## config.mk

```make
export PLATFORM = sky130hd
export DESIGN_NAME = tlbmmu_fifo
export DESIGN_NICKNAME = d
export VERILOG_FILES = /design/src/sv/tlbmmu_pkg.sv /design/src/sv/tlbmmu_fifo.sv
export SDC_FILE = /design/constraint.sdc
export NUM_CORES = 1
export LEC_CHECK = 0
export BUFFER_PORTS_ARGS = -buffer_cell sky130_fd_sc_hd__buf_2
export CELL_PAD_IN_SITES_DETAIL_PLACEMENT = 1
export CELL_PAD_IN_SITES_GLOBAL_PLACEMENT = 2
export CORE_UTILIZATION = 36
export CTS_BUF_LIST = sky130_fd_sc_hd__clkbuf_2 sky130_fd_sc_hd__clkbuf_4 sky130_fd_sc_hd__clkbuf_8
export DETAILED_ROUTE_END_ITERATION = 8
export GPL_ROUTABILITY_DRIVEN = 0
export PLACE_DENSITY = 0.85
export SYNTH_ARGS = -nofsm -noshare
export SYNTH_HDL_FRONTEND = slang
export SYNTH_SLANG_ARGS = --single-unit
```

## constraint.sdc

```tcl
create_clock -name clk_i -period 4 [get_ports clk_i]
set_input_delay 0.2 -clock clk_i [delete_from_list [all_inputs] [get_ports clk_i]]
set_output_delay 0.2 -clock clk_i [all_outputs]
set_load 0.02 [all_outputs]
```

## src/sv/tlbmmu_pkg.sv

```systemverilog
// Shared types and constants for the TLB / demand-paging MMU.
package tlbmmu_pkg;

  localparam int unsigned PAGE_WMAX  = 12;
  localparam int unsigned FRAME_WMAX = 12;
  localparam int unsigned ADDR_W     = 16;
  localparam int unsigned STAMP_W    = 32;
  localparam logic [STAMP_W-1:0] STAMP_MAX = '1;

  typedef struct packed {
    logic [PAGE_WMAX-1:0]  page;
    logic [ADDR_W-1:0]     offset;
    logic [STAMP_W-1:0]    now;
    logic                  hit;
    logic [FRAME_WMAX-1:0] frame;
  } item_t;

  typedef struct packed {
    logic                  inval;
    logic [PAGE_WMAX-1:0]  inval_page;
    logic                  refill;
    logic [PAGE_WMAX-1:0]  page;
    logic [FRAME_WMAX-1:0] frame;
    logic [STAMP_W-1:0]    now;
  } tlb_cmd_t;

  typedef struct packed {
    logic [ADDR_W-1:0] phys_addr;
    logic [7:0]        frame_number;
    logic              tlb_hit;
    logic              fault;
    logic              evicted_valid;
    logic [7:0]        evicted_page;
  } result_t;

  typedef enum logic [1:0] {
    F_IDLE,
    F_MOD,
    F_LOOK,
    F_SCAN
  } front_state_e;

  typedef enum logic [3:0] {
    B_IDLE,
    B_TREAD,
    B_OREAD,
    B_CHECK,
    B_SCAN,
    B_VREAD,
    B_EVICT,
    B_MAP,
    B_REFILL,
    B_WAIT,
    B_OUT
  } back_state_e;

endpackage

```

## src/sv/tlbmmu_fifo.sv

```systemverilog
// Two-entry item queue between front and back.
module tlbmmu_fifo import tlbmmu_pkg::*; (
  input  logic  clk_i,
  input  logic  rst_ni,
  input  logic  push_i,
  input  item_t data_i,
  input  logic  pop_i,
  output logic  valid_o,
  output item_t data_o
);

  item_t      mem_q [2];
  logic       wr_q;
  logic       rd_q;
  logic [1:0] cnt_q;
  logic       do_push;
  logic       do_pop;

  assign do_push = push_i && (cnt_q != 2'd2);
  assign do_pop  = pop_i && (cnt_q != 2'd0);
  assign valid_o = (cnt_q != 2'd0);
  assign data_o  = mem_q[rd_q];

  always_ff @(posedge clk_i or negedge rst_ni) begin
    if (!rst_ni) begin
      wr_q  <= 1'b0;
      rd_q  <= 1'b0;
      cnt_q <= 2'd0;
    end else begin
      if (do_push) wr_q <= ~wr_q;
      if (do_pop) rd_q <= ~rd_q;
      cnt_q <= cnt_q + {1'b0, do_push} - {1'b0, do_pop};
    end
  end

  always_ff @(posedge clk_i) begin
    if (do_push) mem_q[wr_q] <= data_i;
  end

endmodule

```

==> results of run 1 <==
registers in the layout (all words and copies together), names as in the netlist:
signal  flops
wr_q        1
mem_q     146
cnt_q       2
rd_q        1
cell type report:
cell class	instances	area, um2
well taps	211	264
clock inverters	11	159
inverters	3	11.3
clock buffers	19	249
fillers	1477	7520
flip-flops and latches	150	4490
repair buffers	229	1530
multi-input cells	84	1150
report_power, final:
group          switching, mW  total [mW]  internal (mW)
clock                  0.523        1.20          0.680
sequential             0.250        2.40           2.15
combinational          0.978        1.87          0.889
total                   1.75        5.47           3.72
kinds of logic after synthesis:
| kind of cell | count (synthesis) | synth area share [%] |
|---|---|---|
| multiplexers | 73 | 18.3 |
| buffers and inverters | 11 | 1.66 |
| AND/OR/NAND/NOR | 4 | 0.394 |
| AO/OA/AOI/OAI | 1 | 0.153 |
| XOR/XNOR | 4 | 0.613 |
| adder cells (fa/ha/maj) | 2 | 0.438 |
| flip-flops | 150 | 78.4 |
how the worst max path moves through the flow:
| stage | from | to |
|---|---|---|
| global route | rd_q$_DFFE_PN0P_ | data_o[46] |
| detailed placement | rd_q$_DFFE_PN0P_ | data_o[46] |
| finish | rd_q$_DFFE_PN0P_ | data_o[46] |
| floorplan | cnt_q[1]$_DFF_PN0_ | mem_q[0][0]$_DFFE_PP_ |
| CTS | rd_q$_DFFE_PN0P_ | data_o[46] |
| global placement | rd_q$_DFFE_PN0P_ | data_o[52] |
worst max-delay path: cells and delay by family (launching register included):
family   cells  cell delay, ps
flops        1            1120
buf+inv      2             600
mux          1             340
layout by cell type, fill, tap and decap left out, drive strengths merged:
master and count:
ha 2, clkbuf 19, o21ai 1, xor2 1
mux2 73, buf 155, and2 1, xnor2 3
nor2 2, clkinvlp 1, edfxtp 146, or2 1
dfrtp 4, bufinv 4, dlygate4sd3 74, clkinv 6
inv 3
through the flow:
step                area (um2)  setup TNS (ps)  hold WS [ps]  total power, mW
finish                    7850               0          92.2             5.47
global route              7850               0          63.9             5.72
CTS                       7850               0          30.7             5.54
detailed placement        6710               0          22.6             4.27
global placement          6710               0          16.5             4.22
floorplan                 5720          -13050         -95.6             3.77
layer usage:
layer  routed length [um]  up-vias
li1                     -     1441
met1                 4810     1507
met2                 6280      103
met3                  527       19
met4                  185        0
met5                    0        -
what timing repair did:
item                       4_1_cts  5_1_grt
hold endpoints to repair       150        0
setup endpoints to repair        0        0
hold buffers                    74        0
resized for setup                0        0
==> flow_summary.json, run 1 <==
{
  "dr.pass1.iters": 4,
  "grt.met2_usage_pct": 26.8,
  "syn_to_final_growth_pct": 37.4,
  "hold_start": "pop_i",
  "reg2reg_slack_ps": 2100,
  "clk_pin_slew_ps": 70,
  "synth_top_cell_by_area": "edfxtp_1",
  "antenna_found_initial": 0,
  "final_cells": 707,
  "fp.dieW_um": 128,
  "setup_viol": 0,
  "layout_min_cycle_time_ps": 2740,
  "setup_slack_ps": 1260,
  "start_kind": "flip-flop",
  "relSlewSlack_pct": 30.3,
  "syn-cell-area_um2": 5720,
  "grt_max_degree": 59,
  "grt.busiest_layer": "met2",
  "io_pins": 151,
  "yosys-top-cells-area": "edfxtp_1 77%, mux2_4 16%, mux2_2 2.6%",
  "drv_slew": 0,
  "clockBufferDepth": 2,
  "whs_endpoint": "rd_q$_DFFE_PN0P_",
  "numCtsBuffers": 17,
  "rsz0062_at_grt": "false",
  "synth_most_common_cell": "edfxtp_1",
  "period_share_pct": 68.4,
  "synth-main-ff-cell": "edfxtp_1",
  "gr-usage-met3_pct": 4.88,
  "drc": 0,
  "drt-total-wl_um": 11800,
  "power_density_nw_per_um2": 696,
  "yosysSeqAreaShare_pct": 78.4,
  "synth_fp_nets": 324,
  "yosys_warnings": 0,
  "grt_usage_pct": 15.0,
  "holdPathStages": 3,
  "first_iter_violations": 131,
  "core_area_um2": 15400,
  "arrival_ps": 2540,
  "grt_pass1_vias": 3397,
  "postCtsSetupRepairBufs": 0,
  "wire_per_inst_um": 16.7,
  "synthesis.instances": 245,
  "die_height_um": 128,
  "crit_type": "flip-flop to output pin",
  "synth_top_area_share_pct": 76.7,
  "worstSetupEndpointType": "output pin",
  "synth-seq-cells": 150,
  "hold_class": "input pin to flip-flop",
  "total_leakage_power_nw": 3.13,
  "cp_data_required_time_ps": 3800,
  "synth_edf_count": 146,
  "r2r-end": "mem_q[0][15]$_DFFE_PP_",
  "fmax_ghz": 0.365,
  "worst_pin_slew_ps": 1050,
  "num_antenna_cells": 0,
  "place_inst": 603,
  "reg2reg_depth": 4,
  "clockRootBuffer": "clkbuf_8",
  "antenna_left": 0,
  "crit_path_cell_trace": "buf_4 -> mux2_4 -> buf_2",
  "dpl.hpwl_um": 7220,
  "dieArea_um2": 16400,
  "met1_usage_pct": 16.7,
  "numClockSinks": 150,
  "grt-ovfl-total": 0,
  "cpMaxStageDelayCell": "dfrtp_4",
  "num_vias": 3070,
  "ir_worst_vdd_mv": 0.297,
  "path_max_fanout": 58,
  "fin_skew_ps": 13.5,
  "cts_tree": "yes",
  "fin_util_pct": 51.1,
  "portBuffers": 150,
  "htree_levels": 4,
  "post-place-ws_ps": 1690,
  "avgSynthCellArea_um2": 23.3,
  "vias_per_cell": 4.34,
  "clkLatencyLatePin_ps": 440,
  "async_flop_share_pct": 2.67,
  "yosys.cell_types.count": 14,
  "synth_common_cells": "146 x edfxtp_1, 60 x mux2_4, 13 x mux2_2",
  "cap_violations": 0,
  "slowest_delay_ps": 1120,
  "grt_pass1_wl_um": 17800,
  "start_util_pct": 37.2,
  "reg2reg_from": "cnt_q[1]$_DFF_PN0_",
  "drive_gt1_share_pct": 52.6,
  "status": "completed",
  "rows": 45,
  "hold_viol": 0,
  "nets": 564
}
Power figures use the tool's default switching activity.
==> inputs of run 2 (changes only) <==
Settings changed: CORE_UTILIZATION 36 to 40, PLACE_DENSITY 0.85 to 0.89.
Clock period 4 ns to 2.8 ns, I/O delays scaled along.
==> flow_summary.json, run 2 (synthesis gave the netlist of run 1 again) <==
{
  "htree_levels": 4,
  "fin_skew_ps": 12.6,
  "core_area_um2": 13900,
  "start_util_pct": 41.0,
  "numCtsBuffers": 17,
  "path_max_fanout": 21,
  "vias_per_cell": 4.56,
  "clockBufferDepth": 2,
  "num_antenna_cells": 0,
  "io_pins": 151,
  "syn_to_final_growth_pct": 36.8,
  "nets": 567,
  "drc": 0,
  "layout_min_cycle_time_ps": 2170,
  "drive_gt1_share_pct": 52.4,
  "status": "completed",
  "grt_pass1_vias": 3320,
  "setup_viol": 0,
  "period_share_pct": 77.5,
  "place_inst": 575,
  "relSlewSlack_pct": 69.7,
  "fp.dieW_um": 122,
  "hold_class": "input pin to async pin",
  "num_vias": 3104,
  "total_leakage_power_nw": 3.13,
  "cp_data_required_time_ps": 2660,
  "reg2reg_depth": 7,
  "crit_type": "flip-flop to output pin",
  "portBuffers": 150,
  "dpl.hpwl_um": 7010,
  "layout_commonest_cell": "buf_2",
  "hold_viol": 0,
  "drt-total-wl_um": 11400,
  "dr.pass1.iters": 4,
  "reg2reg_slack_ps": 1050,
  "grt_max_degree": 40,
  "dieArea_um2": 14800,
  "reg.largest.list": "mem_q: 146 flops, cnt_q: 2 flops",
  "worst_pin_slew_ps": 454,
  "holdBufCountCts": 74,
  "cap_violations": 0,
  "wire_per_inst_um": 16.8,
  "start_kind": "flip-flop",
  "drv_slew": 0,
  "multi_input_area_um2": 1150,
  "grt_pass1_wl_um": 17200,
  "worstSetupEndpointType": "output pin",
  "regArea_um2": 4490,
  "numClockSinks": 150,
  "hold_ws_ps": 45.5,
  "regMostFlops": "mem_q",
  "final_cells": 680,
  "grt_usage_pct": 16.2,
  "clk_pin_slew_ps": 70,
  "antenna_found_initial": 0,
  "largest_reg_flops": 146,
  "r2r-end": "cnt_q[1]$_DFF_PN0_",
  "cts_resized": 0,
  "rows": 43,
  "rsz0062_at_grt": "false",
  "postCtsSetupRepairBufs": 0,
  "power_density_nw_per_um2": 989,
  "grt-ovfl-total": 0,
  "cts_tree": "yes",
  "fmax_ghz": 0.461,
  "arrival_ps": 2030,
  "clockRootBuffer": "clkbuf_8",
  "clkLatencyLatePin_ps": 430,
  "antenna_left": 0,
  "die_height_um": 122,
  "mostFrequentLayoutCells": "150 x buf_2, 146 x edfxtp_1, 74 x dlygate4sd3_1",
  "first_iter_violations": 134,
  "final.fill_count": 1297,
  "ir_worst_vdd_mv": 0.452,
  "reg2reg_from": "cnt_q[1]$_DFF_PN0_"
}
==> run 2: changes by cell type in the layout (fill, tap and decap cells not counted) <==
cell,before,now
bufinv_16,4,3
clkinvlp_4,1,2
clkinv_4,1,0
clkinv_1,2,5
buf_4,5,7
clkbuf_4,2,1
buf_12,0,1
==> run 2: area by class of cell <==
class / instances / area share [%]
flip-flops and latches: 150 / 57.4
clock inverters: 13 / 1.78
well taps: 180 / 2.88
repair buffers: 232 / 20.0
multi-input cells: 84 / 14.7
inverters: 3 / 0.144
clock buffers: 18 / 3.09
==> run 2: worst max path at each step <==
stage,from,end,slack (ps),depth (start not counted)
2_1_floorplan,cnt_q[1]$_DFF_PN0_,mem_q[0][0]$_DFFE_PP_,-70,3
3_3_place_gp,rd_q$_DFFE_PN0P_,data_o[1],1090,3
3_5_place_dp,cnt_q[1]$_DFF_PN0_,cnt_q[1]$_DFF_PN0_,1050,7
4_1_cts,rd_q$_DFFE_PN0P_,data_o[1],580,3
5_1_grt,rd_q$_DFFE_PN0P_,data_o[1],520,3
6_report,rd_q$_DFFE_PN0P_,data_o[1],630,3
==> run 2: per-layer routing <==
metal	vias up	global-route usage, %	share of wire (%)
met5	-	0	0
met4	0	7.33	1.8
met2	109	27.9	53
met1	1528	18.3	39
met3	19	5.43	5.6
li1	1448	-	-
==> run 2: through the flow <==
step	power, mW	utilization, %	TNS [ps]	cell area, um2	setup slack, ps
5_1_grt	8.11	56.1	0	7820	522
3_3_place_gp	6.04	48.1	0	6700	1090
2_1_floorplan	5.35	-	-9710	5720	-66.6
6_report	7.74	56.1	0	7820	630
3_5_place_dp	6.14	48.1	0	6700	1050
4_1_cts	7.83	56.1	0	7820	579
==> run 2: power by group <==
part	switching (mW)	internal [mW]	leakage (nW)	total [mW]
logic	1.57	1.29	1.54	2.86
registers	0.199	3.07	1.40	3.27
clock network	0.740	0.865	0.189	1.60
==> run 2: worst max-delay path, stage by stage, from the launching register on <==
cell     delay (ps)
dfrtp_4         620
buf_4           430
mux2_2          380
buf_2           160
