<file path="src/sv/tlbmmu_pkg.sv">
// Shared types and constants for the TLB / demand-paging MMU.
package tlbmmu_pkg;

  localparam int unsigned PAGE_WMAX  = 12;
  localparam int unsigned FRAME_WMAX = 12;
  localparam int unsigned ADDR_W     = 16;
  localparam int unsigned STAMP_W    = 32;
  localparam logic [STAMP_W-1:0] STAMP_MAX = '1;

  typedef struct packed {
    logic [PAGE_WMAX-1:0]  page;
    logic [ADDR_W-1:0]     offset;
    logic [STAMP_W-1:0]    now;
    logic                  hit;
    logic [FRAME_WMAX-1:0] frame;
  } item_t;

  typedef struct packed {
    logic                  inval;
    logic [PAGE_WMAX-1:0]  inval_page;
    logic                  refill;
    logic [PAGE_WMAX-1:0]  page;
    logic [FRAME_WMAX-1:0] frame;
    logic [STAMP_W-1:0]    now;
  } tlb_cmd_t;

  typedef struct packed {
    logic [ADDR_W-1:0] phys_addr;
    logic [7:0]        frame_number;
    logic              tlb_hit;
    logic              fault;
    logic              evicted_valid;
    logic [7:0]        evicted_page;
  } result_t;

  typedef enum logic [1:0] {
    F_IDLE,
    F_MOD,
    F_LOOK,
    F_SCAN
  } front_state_e;

  typedef enum logic [3:0] {
    B_IDLE,
    B_TREAD,
    B_OREAD,
    B_CHECK,
    B_SCAN,
    B_VREAD,
    B_EVICT,
    B_MAP,
    B_REFILL,
    B_WAIT,
    B_OUT
  } back_state_e;

endpackage

</file>
<file path="src/sv/tlbmmu_front.sv">
// Front end: takes addresses, reduces page number, searches the TLB, keeps TLB state.
module tlbmmu_front import tlbmmu_pkg::*; #(
  parameter int unsigned OFFSET_BITS = 8,
  parameter int unsigned PAGE_COUNT  = 256,
  parameter int unsigned FRAME_COUNT = 256,
  parameter int unsigned TLB_ENTRIES = 16
) (
  input  logic              clk_i,
  input  logic              rst_ni,
  input  logic              accept_i,
  input  logic [ADDR_W-1:0] va_i,
  output logic              push_o,
  output item_t             item_o,
  input  tlb_cmd_t          cmd_i,
  output logic              refill_done_o
);

  localparam int unsigned PB = $clog2(PAGE_COUNT);
  localparam int unsigned FB = $clog2(FRAME_COUNT);
  localparam int unsigned TB = $clog2(TLB_ENTRIES);
  localparam logic [39:0] RECIP = 40'((64'd1 << 24) / PAGE_COUNT);
  localparam logic [ADDR_W-1:0] OFF_MASK = ADDR_W'((32'd1 << OFFSET_BITS) - 32'd1);

  front_state_e state_q, state_d;

  logic [ADDR_W-1:0]  va_q;
  logic [STAMP_W-1:0] clock_q;
  logic [STAMP_W-1:0] now_q;
  logic [STAMP_W-1:0] clock_nx;
  logic [ADDR_W-1:0]  vpn;
  logic [ADDR_W-1:0]  vpn_q;
  logic [ADDR_W-1:0]  quot_q;
  logic [31:0]        rem;
  logic [PB-1:0]      page;

  logic                tlb_valid_q [TLB_ENTRIES];
  logic [PB-1:0]       tlb_page_q  [TLB_ENTRIES];
  logic [FB-1:0]       tlb_frame_q [TLB_ENTRIES];
  logic [STAMP_W-1:0]  tlb_stamp_q [TLB_ENTRIES];

  logic          hit;
  logic [TB-1:0] hidx;

  logic [TB-1:0]      sidx_q;
  logic [TB-1:0]      pick_q;
  logic [TB-1:0]      pick_n;
  logic [STAMP_W-1:0] best_q;
  logic [STAMP_W-1:0] best_n;
  logic               last;
  logic [PB-1:0]      rf_page_q;
  logic [FB-1:0]      rf_frame_q;
  logic [STAMP_W-1:0] rf_now_q;
  logic               done_q;

  assign clock_nx = (clock_q == STAMP_MAX) ? clock_q : clock_q + 32'd1;
  assign vpn      = ADDR_W'(va_q >> OFFSET_BITS);

  // page = vpn mod PAGE_COUNT via reciprocal, one correction step
  always_comb begin
    rem = 32'(vpn_q) - 32'(quot_q) * 32'(PAGE_COUNT);
    if (rem >= 32'(PAGE_COUNT)) rem = rem - 32'(PAGE_COUNT);
    page = PB'(rem);
  end

  always_comb begin
    hit  = 1'b0;
    hidx = '0;
    for (int i = TLB_ENTRIES - 1; i >= 0; i--) begin
      if (tlb_valid_q[i] && (tlb_page_q[i] == page)) begin
        hit  = 1'b1;
        hidx = TB'(i);
      end
    end
  end

  always_comb begin
    if (tlb_stamp_q[sidx_q] < best_q) begin
      best_n = tlb_stamp_q[sidx_q];
      pick_n = sidx_q;
    end else begin
      best_n = best_q;
      pick_n = pick_q;
    end
    last = (sidx_q == TB'(TLB_ENTRIES - 1));
  end

  always_comb begin
    state_d       = state_q;
    push_o        = 1'b0;
    item_o        = '0;
    item_o.page   = PAGE_WMAX'(page);
    item_o.offset = va_q & OFF_MASK;
    item_o.now    = now_q;
    item_o.hit    = hit;
    item_o.frame  = FRAME_WMAX'(tlb_frame_q[hidx]);
    case (state_q)
      F_IDLE: begin
        if (accept_i) state_d = F_MOD;
        else if (cmd_i.refill) state_d = F_SCAN;
      end
      F_MOD: state_d = F_LOOK;
      F_LOOK: begin
        push_o  = 1'b1;
        state_d = F_IDLE;
      end
      F_SCAN: begin
        if (last) state_d = F_IDLE;
      end
      default: state_d = F_IDLE;
    endcase
  end

  always_ff @(posedge clk_i or negedge rst_ni) begin
    if (!rst_ni) state_q <= F_IDLE;
    else state_q <= state_d;
  end

  always_ff @(posedge clk_i or negedge rst_ni) begin
    if (!rst_ni) begin
      clock_q <= '0;
      done_q  <= 1'b0;
      for (int i = 0; i < TLB_ENTRIES; i++) begin
        tlb_valid_q[i] <= 1'b0;
        tlb_page_q[i]  <= '0;
        tlb_frame_q[i] <= '0;
        tlb_stamp_q[i] <= '0;
      end
    end else begin
      done_q <= 1'b0;
      if (state_q == F_IDLE && accept_i) clock_q <= clock_nx;
      if (state_q == F_LOOK && hit) tlb_stamp_q[hidx] <= now_q;
      if (cmd_i.inval) begin
        for (int i = 0; i < TLB_ENTRIES; i++) begin
          if (tlb_valid_q[i] && (tlb_page_q[i] == PB'(cmd_i.inval_page))) begin
            tlb_valid_q[i] <= 1'b0;
            tlb_stamp_q[i] <= '0;
          end
        end
      end
      if (state_q == F_SCAN && last) begin
        tlb_valid_q[pick_n] <= 1'b1;
        tlb_page_q[pick_n]  <= rf_page_q;
        tlb_frame_q[pick_n] <= rf_frame_q;
        tlb_stamp_q[pick_n] <= rf_now_q;
        done_q              <= 1'b1;
      end
    end
  end

  always_ff @(posedge clk_i) begin
    case (state_q)
      F_IDLE: begin
        if (accept_i) begin
          va_q  <= va_i;
          now_q <= clock_nx;
        end else if (cmd_i.refill) begin
          rf_page_q  <= PB'(cmd_i.page);
          rf_frame_q <= FB'(cmd_i.frame);
          rf_now_q   <= cmd_i.now;
          best_q     <= cmd_i.now;
          pick_q     <= '0;
          sidx_q     <= '0;
        end
      end
      F_MOD: begin
        vpn_q  <= vpn;
      end
      F_SCAN: begin
        best_q <= best_n;
        pick_q <= pick_n;
        sidx_q <= sidx_q + TB'(1);
      end
      default: ;
    endcase
    if (state_q == F_MOD) quot_q <= ADDR_W'(((40'(vpn)) * RECIP) >> 24);
  end

  assign refill_done_o = done_q;

endmodule

</file>
<file path="config.mk">
export PLATFORM = sky130hd
export DESIGN_NAME = tlbmmu_front
export DESIGN_NICKNAME = d
export VERILOG_FILES = /design/src/sv/tlbmmu_pkg.sv /design/src/sv/tlbmmu_front.sv
export SDC_FILE = /design/constraint.sdc
export NUM_CORES = 2
export LEC_CHECK = 0
export ABC_AREA = 1
export BUFFER_PORTS_ARGS = -buffer_cell sky130_fd_sc_hd__buf_4
export CORE_MARGIN = 1.5
export CORE_UTILIZATION = 57
export CTS_CLUSTER_DIAMETER = 120
export DETAILED_ROUTE_END_ITERATION = 12
export PLACE_DENSITY = 0.84
export SLEW_MARGIN = 20
export SYNTH_ARGS = -nofsm -noshare
export SYNTH_HDL_FRONTEND = slang
export SYNTH_SLANG_ARGS = --single-unit
</file>
<file path="constraint.sdc">
create_clock -name clk_i -period 5.35 [get_ports clk_i]
set_clock_uncertainty 0.05 [all_clocks]
set_input_delay 1.605 -clock clk_i [delete_from_list [all_inputs] [get_ports clk_i]]
set_output_delay 1.605 -clock clk_i [all_outputs]
set_load 0.02 [all_outputs]
</file>
==> qor.txt <==
internal power = 18.6 mW
post-route ant nets = 0
CTS Sinks = 963
ratio of cells with drive above 1 in the final layout = 0.0983
Reg clk slew, reported paths = 0.06 ns
Critical Path AT = 3.98 ns
clock buffer depth = 3
routed vias = 52.4k
gate count after technology mapping = 7294
total gr overflow = 0
first-pass GRT wire length = 286000 um
# DRC = 0
fin nets = 7336
cell mode on critical path = nand2_1
Startpoint Class = flop
Worst slew margin = 0.281
sequential cell fraction of total power = 0.379
CTS tree = yes
main flop type after synthesis = dfrtp_1
worst slew pin tran = 1.08 ns
worst-path fanout max = 6
yosys warns = 0
Period minus WS final = 5.64 ns
Crit. End Element = primary output
status = finished with violations
dpl cell area = 0.0557 sq mm
Buf+Inv Stages, Crit Path = 5
fillers = 7340
CTS buffer count = 101
Crit path largest cell delay = 0.53 ns
#FFs+latches synth = 963
leak pwr = 28.7 nW
fin crit share = 1.05
GRT Overall Usage = 0.396
1st-pass router iterations = 9
largest area contributor in the netlist = dfrtp_1
CTS Hold Buffers Added = 0
number of placed instances with taps included = 8279
Core Box Area = 0.0917 sq mm
Hold Violations, Final = 0
pin count of the biggest net entering global routing = 142
CP max stage cell = edfxtp_1
Final HPWL DP = 113000 um
Psw = 12.3 mW
Reg2Reg Setup Slack = 0.06 ns
unrepaired setup endpoints after global routing = yes
clk_lat worst skew = 0.73 ns
CTS H-tree depth = 3
most numerous cell in the Yosys netlist = nand2_1
setup violators final = 8
failing checks = negative setup slack
gpl congestion = 0.940
sequential area share after synthesis = 0.471
cell area after synthesis = 0.0527 sq mm
Peak VDD IR = 336 uV
Switching Share = 0.399
number of global-route vias before repair = 49.6k
delay-heaviest family, CP = simple AND/OR/NAND/NOR gates
DRT iter0 DRCs = 8179
min setup slack post-route = -0.287 ns
number of synthesized flops with an enable pin = 144
Combinational Power Share = 0.381
power density cells = 518 mW/mm^2
Starting Density = 0.575
clock share of power = 0.240
worst path required time = 3.70 ns
async set-reset flop share out of synthesis = 0.850
Die X-Extent = 307 um
fin cells = 8490
synth cell count leaders = 2969 x nand2_1, 930 x o21ai_0, 819 x dfrtp_1
maxcap violations = 0
Crit Path Class = reg2out
syn avg cell area = 7.23 sq um
Area Overhead vs Synth = 13.0%
die area = 0.0943 sq mm
Rows = 111
I/O Buffers = 135
die height = 307 um
final WL = 189000 um
Yosys top cell area share = 0.389
Max Clock Freq = 177 MHz
worst hold path type = reg2reg
Hold WS = 0.371 ns
Vias/cell = 6.18
Slew Limit Fails = 0
Avg WL per Cell = 22.3 um
Final Instance Area = 0.0596 sq mm
I/O Pins = 164
Distinct cells, synth = 51
top cells by area, synth = dfrtp_1 39%, nand2_1 21%, o21ai_0 8.8%
clk root buf = clkbuf_16
initial antenna violation count = 4
==> power by group through the flow <==
stage	clock network, mW	registers, mW	logic (mW)
2_1_floorplan	0	11.2	7.82
3_3_place_gp	0	11.6	10.6
3_5_place_dp	0	11.7	11.1
4_1_cts	7.39	11.6	11.4
5_1_grt	7.66	11.9	13.0
6_report	7.40	11.7	11.8
==> per-layer routing <==
| layer | GRT usage | part of all wire |
|---|---|---|
| met5 | 0.00879 | 0.00089 |
| met4 | 0.258 | 0.076 |
| met3 | 0.145 | 0.16 |
| met2 | 0.573 | 0.41 |
| met1 | 0.497 | 0.35 |
==> logic make-up (layout without fill, tap and decap cells) <==
logic type,after synthesis,in the layout,synth area share
AOI/OAI and AO/OA,1329,1329,0.133
xor gates and xnor gates,89,89,0.0148
adders and majority gates,33,33,0.00783
buffers and inverters,1057,1051,0.0803
DFF,963,963,0.471
other,1,17,0.0000711
and+or+nand+nor,3822,3822,0.293
==> placed cells by master, fill, tap and decap left out, types with 5 or more instances in the layout <==
cell type	instances
dfrtp_1	819
inv_1	464
bufinv_16	9
xor2_1	53
clkbuf_8	16
nand2_1	2951
xnor2_1	36
clkinv_2	23
o211ai_1	69
buf_4	260
o21ai_1	100
nand3_1	380
o2111ai_1	6
buf_6	12
inv_4	5
nor3_1	28
buf_12	82
nor2_1	217
buf_16	5
a221oi_1	12
nor2_4	14
o21ai_0	929
inv_2	26
or2_2	90
ha_1	33
o22ai_1	20
clkbuf_1	28
nor2_2	7
nand4_1	57
a21oi_1	160
nor4_1	36
a21oi_4	10
edfxtp_1	144
nand2_2	28
clkinv_1	5
clkbuf_16	104
conb_1	16
==> layout make-up <==
cell class / count / area, sq um / share of cell area
Antenna cell: 1 / 2.50 / 0.0000420
Clock buffer: 146 / 2880 / 0.0483
Clock inverter: 46 / 579 / 0.00972
Inverter: 497 / 1880 / 0.0315
Multi-Input combinational cell: 5289 / 24000 / 0.403
Sequential cell: 963 / 24800 / 0.417
Tap cell: 1186 / 1480 / 0.0249
Timing Repair Buffer: 362 / 3930 / 0.0660
==> per-stage QoR <==
step / setup WS, ns / util / setup TNS, ns / total power, mW
2_1_floorplan: 0.187 / - / 0 / 19.0
3_3_place_gp: 0.198 / 0.607 / 0 / 22.2
3_5_place_dp: 0.268 / 0.607 / 0 / 22.7
4_1_cts: -0.157 / 0.649 / -1.12 / 30.3
5_1_grt: -0.509 / 0.650 / -3.76 / 32.6
6_report: -0.287 / 0.650 / -2.04 / 30.9
==> flip-flops by register name (all words and copies together), names as in the netlist <==
name           cells
va_q              16
rf_now_q          32
tlb_valid_q       16
rf_page_q          8
tlb_stamp_q      512
clock_q           32
tlb_frame_q      128
rf_frame_q         8
state_q            2
best_q            32
tlb_page_q       128
pick_q             4
refill_done_o      1
now_q             32
sidx_q             4
vpn_q              8
==> worst reg2reg max path: cells and delay by family, from the launching register on <==
kind                       cells  cell delay, ns
DFF                            1            0.48
AOI/OAI and AO/OA              4            0.95
buffers and inverters          7            1.55
adders and majority gates      1            0.17
and+or+nand+nor               13            2.03
==> path summary, 6_finish.rpt <==
kind	start	cells past startpoint	endpoint
min in group asynchronous	rst_ni	1	tlb_stamp_q[133]$_DFF_PN0_
min	va_q[10]$_DFFE_PP_	0	vpn_q[2]$_DFFE_PP_
min reg2reg	va_q[10]$_DFFE_PP_	0	vpn_q[2]$_DFFE_PP_
max in group asynchronous	rst_ni	2	tlb_stamp_q[114]$_DFF_PN0_
max	vpn_q[2]$_DFFE_PP_	31	item_o[0]
max reg2reg	sidx_q[2]$_SDFFCE_PP0P_	25	tlb_stamp_q[443]$_DFF_PN0_
==> timing repair <==
action	in CTS	in global routing
endpoints found under the setup margin	8	403
buffers inserted	8	3
gates resized for setup	45	7
cloned	5	2
pin swaps	11	9
No activity file was read; power rests on OpenSTA's default activity.
